--- config.mk ---
export PLATFORM = sky130hd
export DESIGN_NAME = rpsb_cell
export DESIGN_NICKNAME = d
export VERILOG_FILES = /design/src/hw/rtl/rpsb_pkg.sv /design/src/hw/rtl/rpsb_cell.sv
export SDC_FILE = /design/constraint.sdc
export NUM_CORES = 1
export LEC_CHECK = 0
export BUFFER_PORTS_ARGS = -buffer_cell sky130_fd_sc_hd__buf_2
export CORE_AREA = 2 2 134 136
export CTS_CLUSTER_SIZE = 14
export DETAILED_ROUTE_END_ITERATION = 10
export DIE_AREA = 0 0 136 138
export PLACE_DENSITY = 0.61
export SLEW_MARGIN = 20
export SYNTH_ARGS = -nofsm -noshare
export SYNTH_HDL_FRONTEND = slang
export SYNTH_SLANG_ARGS = --single-unit
--- constraint.sdc ---
create_clock -name clk -period 5.7 [get_ports clk]
set_input_delay 0.57 -clock clk [delete_from_list [all_inputs] [get_ports clk]]
set_output_delay 0.57 -clock clk [all_outputs]
set_load 0.02 [all_outputs]
--- src/hw/rtl/rpsb_pkg.sv ---
package rpsb_pkg;

	localparam int DEPTH_DEF   = 32;
	localparam int HANDLE_BITS = 16;
	localparam int ADDR_BITS   = 48;
	localparam int TIME_BITS   = 48;
	localparam int DELAY_BITS  = 15;
	localparam int OCC_BITS    = 6;

	localparam logic [1:0] OP_ADD   = 2'd0;
	localparam logic [1:0] OP_ROUTE = 2'd1;
	localparam logic [1:0] OP_SWEEP = 2'd2;

	localparam logic [2:0] K_SEND    = 3'd0;
	localparam logic [2:0] K_EXPIRED = 3'd1;
	localparam logic [2:0] K_ADDED   = 3'd2;
	localparam logic [2:0] K_FULL    = 3'd3;
	localparam logic [2:0] K_NONE    = 3'd4;

	localparam logic [DELAY_BITS-1:0] DELAY_STEP = DELAY_BITS'(1000);
	localparam logic [DELAY_BITS-1:0] DELAY_MAX  = '1;

	typedef struct packed {
		logic [1:0]             operation;
		logic [ADDR_BITS-1:0]   dest_addr;
		logic [HANDLE_BITS-1:0] msg_handle;
		logic [TIME_BITS-1:0]   now_us;
	} in_item_t;

	typedef struct packed {
		logic [2:0]             kind;
		logic [ADDR_BITS-1:0]   out_dest;
		logic [HANDLE_BITS-1:0] out_msg;
		logic [DELAY_BITS-1:0]  send_delay_us;
		logic                   last;
		logic [OCC_BITS-1:0]    occupancy;
	} out_item_t;

	typedef struct packed {
		logic [ADDR_BITS-1:0]   dest;
		logic [HANDLE_BITS-1:0] msg;
		logic [TIME_BITS-1:0]   deadline;
	} entry_t;

	// shift and write controls shared by every cell of the chain
	typedef struct packed {
		logic shift;
		logic wr;
	} cell_ctl_t;

endpackage

--- src/hw/rtl/rpsb_cell.sv ---
module rpsb_cell
	import rpsb_pkg::*;
#(
	parameter int IW  = 5,
	parameter int IDX = 0
) (
	input  logic          clk,
	input  cell_ctl_t     ctl,
	input  logic [IW-1:0] wpos,
	input  entry_t        wr_data,
	input  entry_t        right,
	output entry_t        data
);
	entry_t data_q;
	logic   sel;

	assign sel  = ctl.wr && (wpos == IW'(IDX));
	assign data = data_q;

	always_ff @(posedge clk) begin
		if (sel) begin
			data_q <= wr_data;
		end else if (ctl.shift) begin
			data_q <= right;
		end
	end
endmodule

* Word level (Yosys, flattened, before mapping)
Cells that the tools add are included. W data, S select, Z words.
Storage, ports and cells: word-level logic and storage cells 8, register bits after elaboration 112, bits in read-only memories 0, memories kept 0, bits in latches 0, bits in writable memories 0
Cells by class: bitwise gates (word level) 0, reduce and logical (&&, ||, !) cells 3, equal/unequal tests 0, shift operators 0, magnitude comparators 0, mux-type cells 2, add/subtract/negate cells 0, multiply operators 0, divide/modulo/power cells 0
Operators by type and width (count):
- $mux W112 | 2
- $logic_not A5 Y1 | 1
- $reduce_bool A2 Y1 | 1
- $logic_and A1 B1 Y1 | 1

* Logic depth before layout (Yosys ltp)
Gate-level depths: netlist of run 1.
word-level depth 3, mapped depth 5

* Worst setup path after synthesis of run 1
Ideal clock, no wire load.
kind input port to flip-flop, start point input wpos[1], end point register data_q, in the netlist data[0] (enable), path slack 1301 ps, stages 5, arrival time 3909 ps, cell sequence nor4_1 -> nand3b_1 -> buf_4 -> buf_6 -> nand2b_1
On the way: word-level cells in the longest chain between the ends 3
RTL lines:
- start: declaration | line rpsb_cell.sv:9 | input logic [IW-1:0] wpos,
- $logic_not A5 Y1 | line rpsb_cell.sv:17 | assign sel = ctl.wr && (wpos == IW'(IDX));
- $logic_and A1 B1 Y1 | line rpsb_cell.sv:17
- $reduce_bool A2 Y1 (no source line)
- end signal: assignment | line rpsb_cell.sv:22 | data_q <= wr_data;
- end signal: assignment | line rpsb_cell.sv:24 | data_q <= right;
- end: declaration | line rpsb_cell.sv:14 | entry_t data_q;
Every way passes these cells. A chain may end at the register's enable or synchronous reset.

* Final worst setup path of run 1
start point input wpos[1], end point register data_q, in the netlist data[80] (enable)
The elaborated chain is that of the path after synthesis.

==> results.cfg, run 1 <==
[floorplanning]
design.portCount = 344
chip_height_um = 138
die_area_um2 = 18800
core_area_um2 = 17500
rows = 49
die_w_um = 136
starting_density_of_the_core_pct = 28.5

[detailed_routing]
wl_per_cell_um = 15.5
dr.first_iter.drc_count = 99
ant_nets = 0
detail_route.drc_violations = 0
via_count = 3494
avgViaCountPerCell = 4.27
totalWireLength_um = 12700
drt_pre_antenna_iters = 4

[clocking]
path_clk_slew_ns = 0.07
cts_post_setup_buffers_inserted = 0
cts.sink_count = 112
cts-hold-fix-buffers = 0
post_cts.resized_instances = 0
cts.htree.levels = 3
tritoncts = yes
cts_root_buffer = clkbuf_16
cts-buffers-inserted = 9
max-clock-path-buffers = 2

[worst_hold_path]
type_of_the_worst_min_delay_path = in -> reg
min_delay_path_depth = 2
hold_start = wr_data[78]
worstHoldEndpoint = data[78]

[logic_synthesis]
distinct_cell_type_count_of_the_synthesized_netlist = 9
synth_seq_cells = 112
synth_top_family_by_area = multiplexers
netlist_area_um2 = 5000
largest_cells_by_area_after_synthesis = edfxtp_1 67%, mux2_4 21%, mux2_2 9.7%
share_of_yosys_cell_area_claimed_by_the_top_area_cell_type_pct = 67.2
synthAdderAreaFrac_pct = 0
synth_area_per_cell_um2 = 20.9
seq_area_frac_synth_pct = 67.2
synth_nets = 471
synthMuxAreaShare_pct = 30.4
number_of_instances_in_the_synthesized_netlist = 239
synth_warnings = 0
post_synth_and_or_nand_nor_area_fraction_pct = 0.400
synth-xor-area-share_pct = 0
compound_gate_portion_of_the_synthesized_area_pct = 0
synth_top_area_cell = edfxtp_1

[power]
power.density_cell_area_nw_per_um2 = 269
power.static_leakage_uw = 0.00345
total_power_uw = 1950
irDropWorstVdd_mv = 0.127

[final_layout]
design_area_um2 = 7230
nets = 816
antenna-diode-count = 0
final_cell_mix = 343 x buf_2, 112 x edfxtp_1, 69 x mux2_4
layout_commonest_cell = buf_2
layout-drive-gt1-share_pct = 80.3
largest_register_ff_count = 112
synthToLayoutAreaGrowth_pct = 44.4

[timing]
max_slew_margin_pct = 38.9
max_slew.worst_pin.slew_ns = 0.916
clock.fmax_mhz = 389
timing.final.hold_violations = 0
whs_ns = 0.519
period_needed_ns = 2.57
fin_tns_setup_ns = 0
rsz0062_at_grt = no
report.final.slew_viol_count = 0
final_setup_violation_count = 0
layout_worst_path_cycle_share_pct = 45.2

[global_routing]
number_of_antenna_violations_at_the_first_check_in_global_routing = 0
grt_use_met1_pct = 13.1
grt.busiest_layer = met2
grt_overflow_total = 0
grt_pass1_wl_um = 18700
grt_pass1_vias = 3757
grt_max_degree = 69
global_route.usage.met3_pct = 4.11
grt.met2_usage_pct = 24.3
grt_use_total_pct = 13.1

[worst_setup_path]
worst_ep_required_time_ns = 5.68
critPathMaxFanout = 68
worstSetupEndpointType = flip-flop
worstSetupPathType = in -> reg
worst-endpoint-arrival_ns = 2.55
timing.critical_path.from_type = primary input

[placed_design]
dp_hpwl_um = 10100
gp_routability_congestion = 0.791
post_detailed_placement_cell_area_um2 = 6940
port_buffers = 343

[status]
run_status = complete, no violations

[run]
max_cap_violations = 0
-- layout make-up --
cell class | instances | area [um^2]
flip-flops and latches | 112 | 3360
repair buffers | 346 | 1740
fillers | 1662 | 10300
clock inverters | 5 | 57.6
multi-input cells | 115 | 1550
well taps | 229 | 287
clock buffers | 11 | 233
-- per-stage QoR --
step / utilization, % / setup WS (ns) / cells
after global placement: 39.6 / 2.81 / 802
final: 41.2 / 3.13 / 818
after CTS: 41.2 / 3.10 / 818
after global routing: 41.2 / 2.92 / 818
after detailed placement: 39.6 / 2.73 / 802
after floorplan: - / 1.30 / 239
-- cell families after synthesis --
logic type / Yosys count
multiplexers: 112
buffers and inverters: 12
AND/OR/NAND/NOR: 3
flip-flops: 112
-- metal layers --
| layer | routed length [um] | vias up |
|---|---|---|
| met3 | 1310 | 18 |
| met2 | 6600 | 225 |
| met4 | 282 | 0 |
| met5 | 0 | - |
| li1 | - | 1633 |
| met1 | 4510 | 1618 |
-- worst max-delay path: stages --
cell and delay [ns]:
buf_2 0.10, nor4_1 0.27, nand3b_1 0.22, nand2b_4 0.74, buf_4 0.63
-- worst max-delay path by stage --
stage / slack, ns / start / endpoint
finish: 3.13 / wpos[1] / data[80]
global route: 2.92 / wpos[1] / data[81]
CTS: 3.10 / wpos[1] / data[80]
detailed placement: 2.73 / wpos[1] / data[80]
global placement: 2.81 / wpos[0] / data[81]
floorplan: 1.30 / wpos[1] / data[0]
-- power breakdown --
group	total, uW	switching [uW]	internal, uW	leakage [uW]
Combinational	324	173	151	0.00222
Sequential	1000	17.5	986	0.00110
Clock	618	277	341	0.000132
-- cells in the mapped netlist (all sizes together) --
master	count
buf	12
edfxtp	112
mux2	112
nor4	1
nand2b	1
nand3b	1
No activity file was read; power rests on OpenSTA's default activity.
==> inputs of run 2 (changes only) <==
--- a/config.mk
+++ b/config.mk
@@ -5,12 +5,13 @@
 export SDC_FILE = /design/constraint.sdc
 export NUM_CORES = 1
 export LEC_CHECK = 0
+export ABC_AREA = 1
 export BUFFER_PORTS_ARGS = -buffer_cell sky130_fd_sc_hd__buf_2
-export CORE_AREA = 2 2 134 136
+export CORE_AREA = 2 2 133 135
 export CTS_CLUSTER_SIZE = 14
 export DETAILED_ROUTE_END_ITERATION = 10
-export DIE_AREA = 0 0 136 138
-export PLACE_DENSITY = 0.61
+export DIE_AREA = 0 0 135 137
+export PLACE_DENSITY = 0.64
 export SLEW_MARGIN = 20
 export SYNTH_ARGS = -nofsm -noshare
 export SYNTH_HDL_FRONTEND = slang
==> constraint.sdc (replaced) <==
create_clock -name clk -period 2.5 [get_ports clk]
set_input_delay 0.25 -clock clk [delete_from_list [all_inputs] [get_ports clk]]
set_output_delay 0.25 -clock clk [all_outputs]
set_load 0.02 [all_outputs]
==> run 2 against run 1 <==
Via count rose by 44%. Power rose by 130%. Design area rose by 2.2%. Clock power rose by 130%. Largest cell class unchanged. Highest routed layer is now met5.
==> results.cfg, run 2 <==
[global_routing]
grt_max_degree = 113
grt_pass1_vias = 4627
grt_overflow_total = 0
number_of_antenna_violations_at_the_first_check_in_global_routing = 1
grt_use_total_pct = 17.1
grt_pass1_wl_um = 24600

[worst_setup_path]
cp.depth = 5
worstSetupEndpointType = flip-flop
crit_path_top_delay_cell = buf_12
worst_ep_required_time_ns = 2.52
crit_chain = buf_2, nor2_4, nand3_4, nand2_4, buf_12
worst-endpoint-arrival_ns = 1.29
worst-path-buf-inv = 2
slowest_delay_ns = 0.29
timing.critical_path.max_delay_family = simple AND/OR/NAND/NOR gates
worstSetupPathType = in -> reg
timing.critical_path.from_type = primary input
cp-startpoint = wpos[0]
critPathMaxFanout = 49

[clocking]
tritoncts = yes
cts_post_setup_buffers_inserted = 0
cts-buffers-inserted = 9
cts-hold-fix-buffers = 0
cts.htree.levels = 3
cts_root_buffer = clkbuf_16
path_clk_slew_ns = 0.07
post_cts.resized_instances = 0
max-clock-path-buffers = 2
cts.sink_count = 112

[floorplanning]
chip_height_um = 137
design.portCount = 344
starting_density_of_the_core_pct = 30.6
rows = 48
die_w_um = 135
core_area_um2 = 17100
die_area_um2 = 18500

[timing]
max_slew_margin_pct = 61.2
fin_tns_setup_ns = 0
period_needed_ns = 1.27
clock.fmax_mhz = 790
report.final.slew_viol_count = 0
max_slew.worst_pin.slew_ns = 0.582
final_setup_violation_count = 0
rsz0062_at_grt = no
layout_worst_path_cycle_share_pct = 50.7
post_route_worst_setup_slack_ns = 1.23
timing.final.hold_violations = 0

[placed_design]
port_buffers = 343
dp_hpwl_um = 11800
pre_cts_slack_ns = 0.875
gp_routability_congestion = 0.759

[logic_synthesis]
synth_top_cells_by_count = 225 x nand2_1, 112 x edfxtp_1, 112 x nand4_1
netlist_area_um2 = 5220
number_of_instances_in_the_synthesized_netlist = 503
seq_area_frac_synth_pct = 64.5
distinct_cell_type_count_of_the_synthesized_netlist = 12
synth_warnings = 0
most_frequently_used_flop_master_after_synthesis = edfxtp_1
synth_nets = 735
synth-edff-count = 112
largest_cells_by_area_after_synthesis = edfxtp_1 64%, nand2_1 16%, nand4_1 13%
synth_seq_cells = 112
synth_top_area_cell = edfxtp_1
synth_most_common_cell = nand2_1
synth_area_per_cell_um2 = 10.4
synth_async_sr_flop_share_pct = 0
share_of_yosys_cell_area_claimed_by_the_top_area_cell_type_pct = 64.5

[detailed_routing]
wl_per_cell_um = 16.3
ant_nets = 0
dr.first_iter.drc_count = 295
drt_pre_antenna_iters = 5
avgViaCountPerCell = 4.82
via_count = 5045
totalWireLength_um = 17100
detail_route.drc_violations = 0

[final_layout]
layout-drive-gt1-share_pct = 45.2
multiInputGateArea_um2 = 1600
antenna-diode-count = 0
fill_cells = 1688
final_cell_mix = 343 x buf_2, 224 x nand2_1, 112 x nand4_1, 112 x edfxtp_1, 9 x clkbuf_16
largest_register_ff_count = 112
synthToLayoutAreaGrowth_pct = 41.6
nets = 1048
seq_area_um2 = 3360
layout_commonest_cell = buf_2

[worst_hold_path]
type_of_the_worst_min_delay_path = in -> reg
worstHoldEndpoint = data[30]
hold_start = right[30]
min_delay_path_depth = 3

[run]
max_cap_violations = 0

[power]
power.static_leakage_uw = 0.00359
power.density_cell_area_nw_per_um2 = 618
irDropWorstVdd_mv = 0.298

[status]
run_status = complete, no violations
-- run 2: per-layer routing --
layer  track usage (%)  part of all wire [%]
met3              5.37                    10
met5                 0                 0.076
met4              6.48                   2.1
met2              29.2                    49
met1              20.3                    39
-- run 2: cells by family after synthesis --
logic type | count (synthesis) | share of synthesized area [%]
buf+inv | 50 | 5.37
flops | 112 | 64.5
simple gates | 341 | 30.1
-- run 2: cell type report --
type / count / share of cell area [%]
Clock buffer: 9 / 3.05
Multi-Input combinational cell: 341 / 21.7
Timing Repair Buffer: 350 / 24.8
Inverter: 2 / 0.102
Clock inverter: 7 / 0.966
Sequential cell: 112 / 45.5
Tap cell: 225 / 3.81
-- run 2: report_power, final --
part | total [uW] | switching [uW] | internal [uW]
Combinational | 822 | 524 | 298
Sequential | 2290 | 38.6 | 2250
Clock | 1450 | 676 | 778
-- run 2: per-stage QoR --
step / std cells / util [%] / instance area (um^2) / hold WS [ns] / total power [uW]
2_1_floorplan: 503 / - / 5220 / 0.436 / 2750
3_5_place_dp: 1030 / 41.6 / 7090 / 0.523 / 3160
5_1_grt: 1046 / 43.3 / 7380 / 0.167 / 4740
6_report: 1046 / 43.3 / 7380 / 0.167 / 4560
3_3_place_gp: 1030 / 41.6 / 7090 / 0.522 / 3150
4_1_cts: 1046 / 43.3 / 7380 / 0.147 / 4620
-- run 2: worst max path at each step --
stage	slack [ns]	endpoint
after floorplan	0.39	data[0]
after global placement	0.89	data[89]
after detailed placement	0.87	data[63]
after CTS	1.25	data[82]
after global routing	1.18	data[82]
final	1.23	data[82]
-- run 2: worst min-delay path, stage by stage --
cell and delay, ns:
buf_2 0.07, nand2_1 0.04, nand2_1 0.05
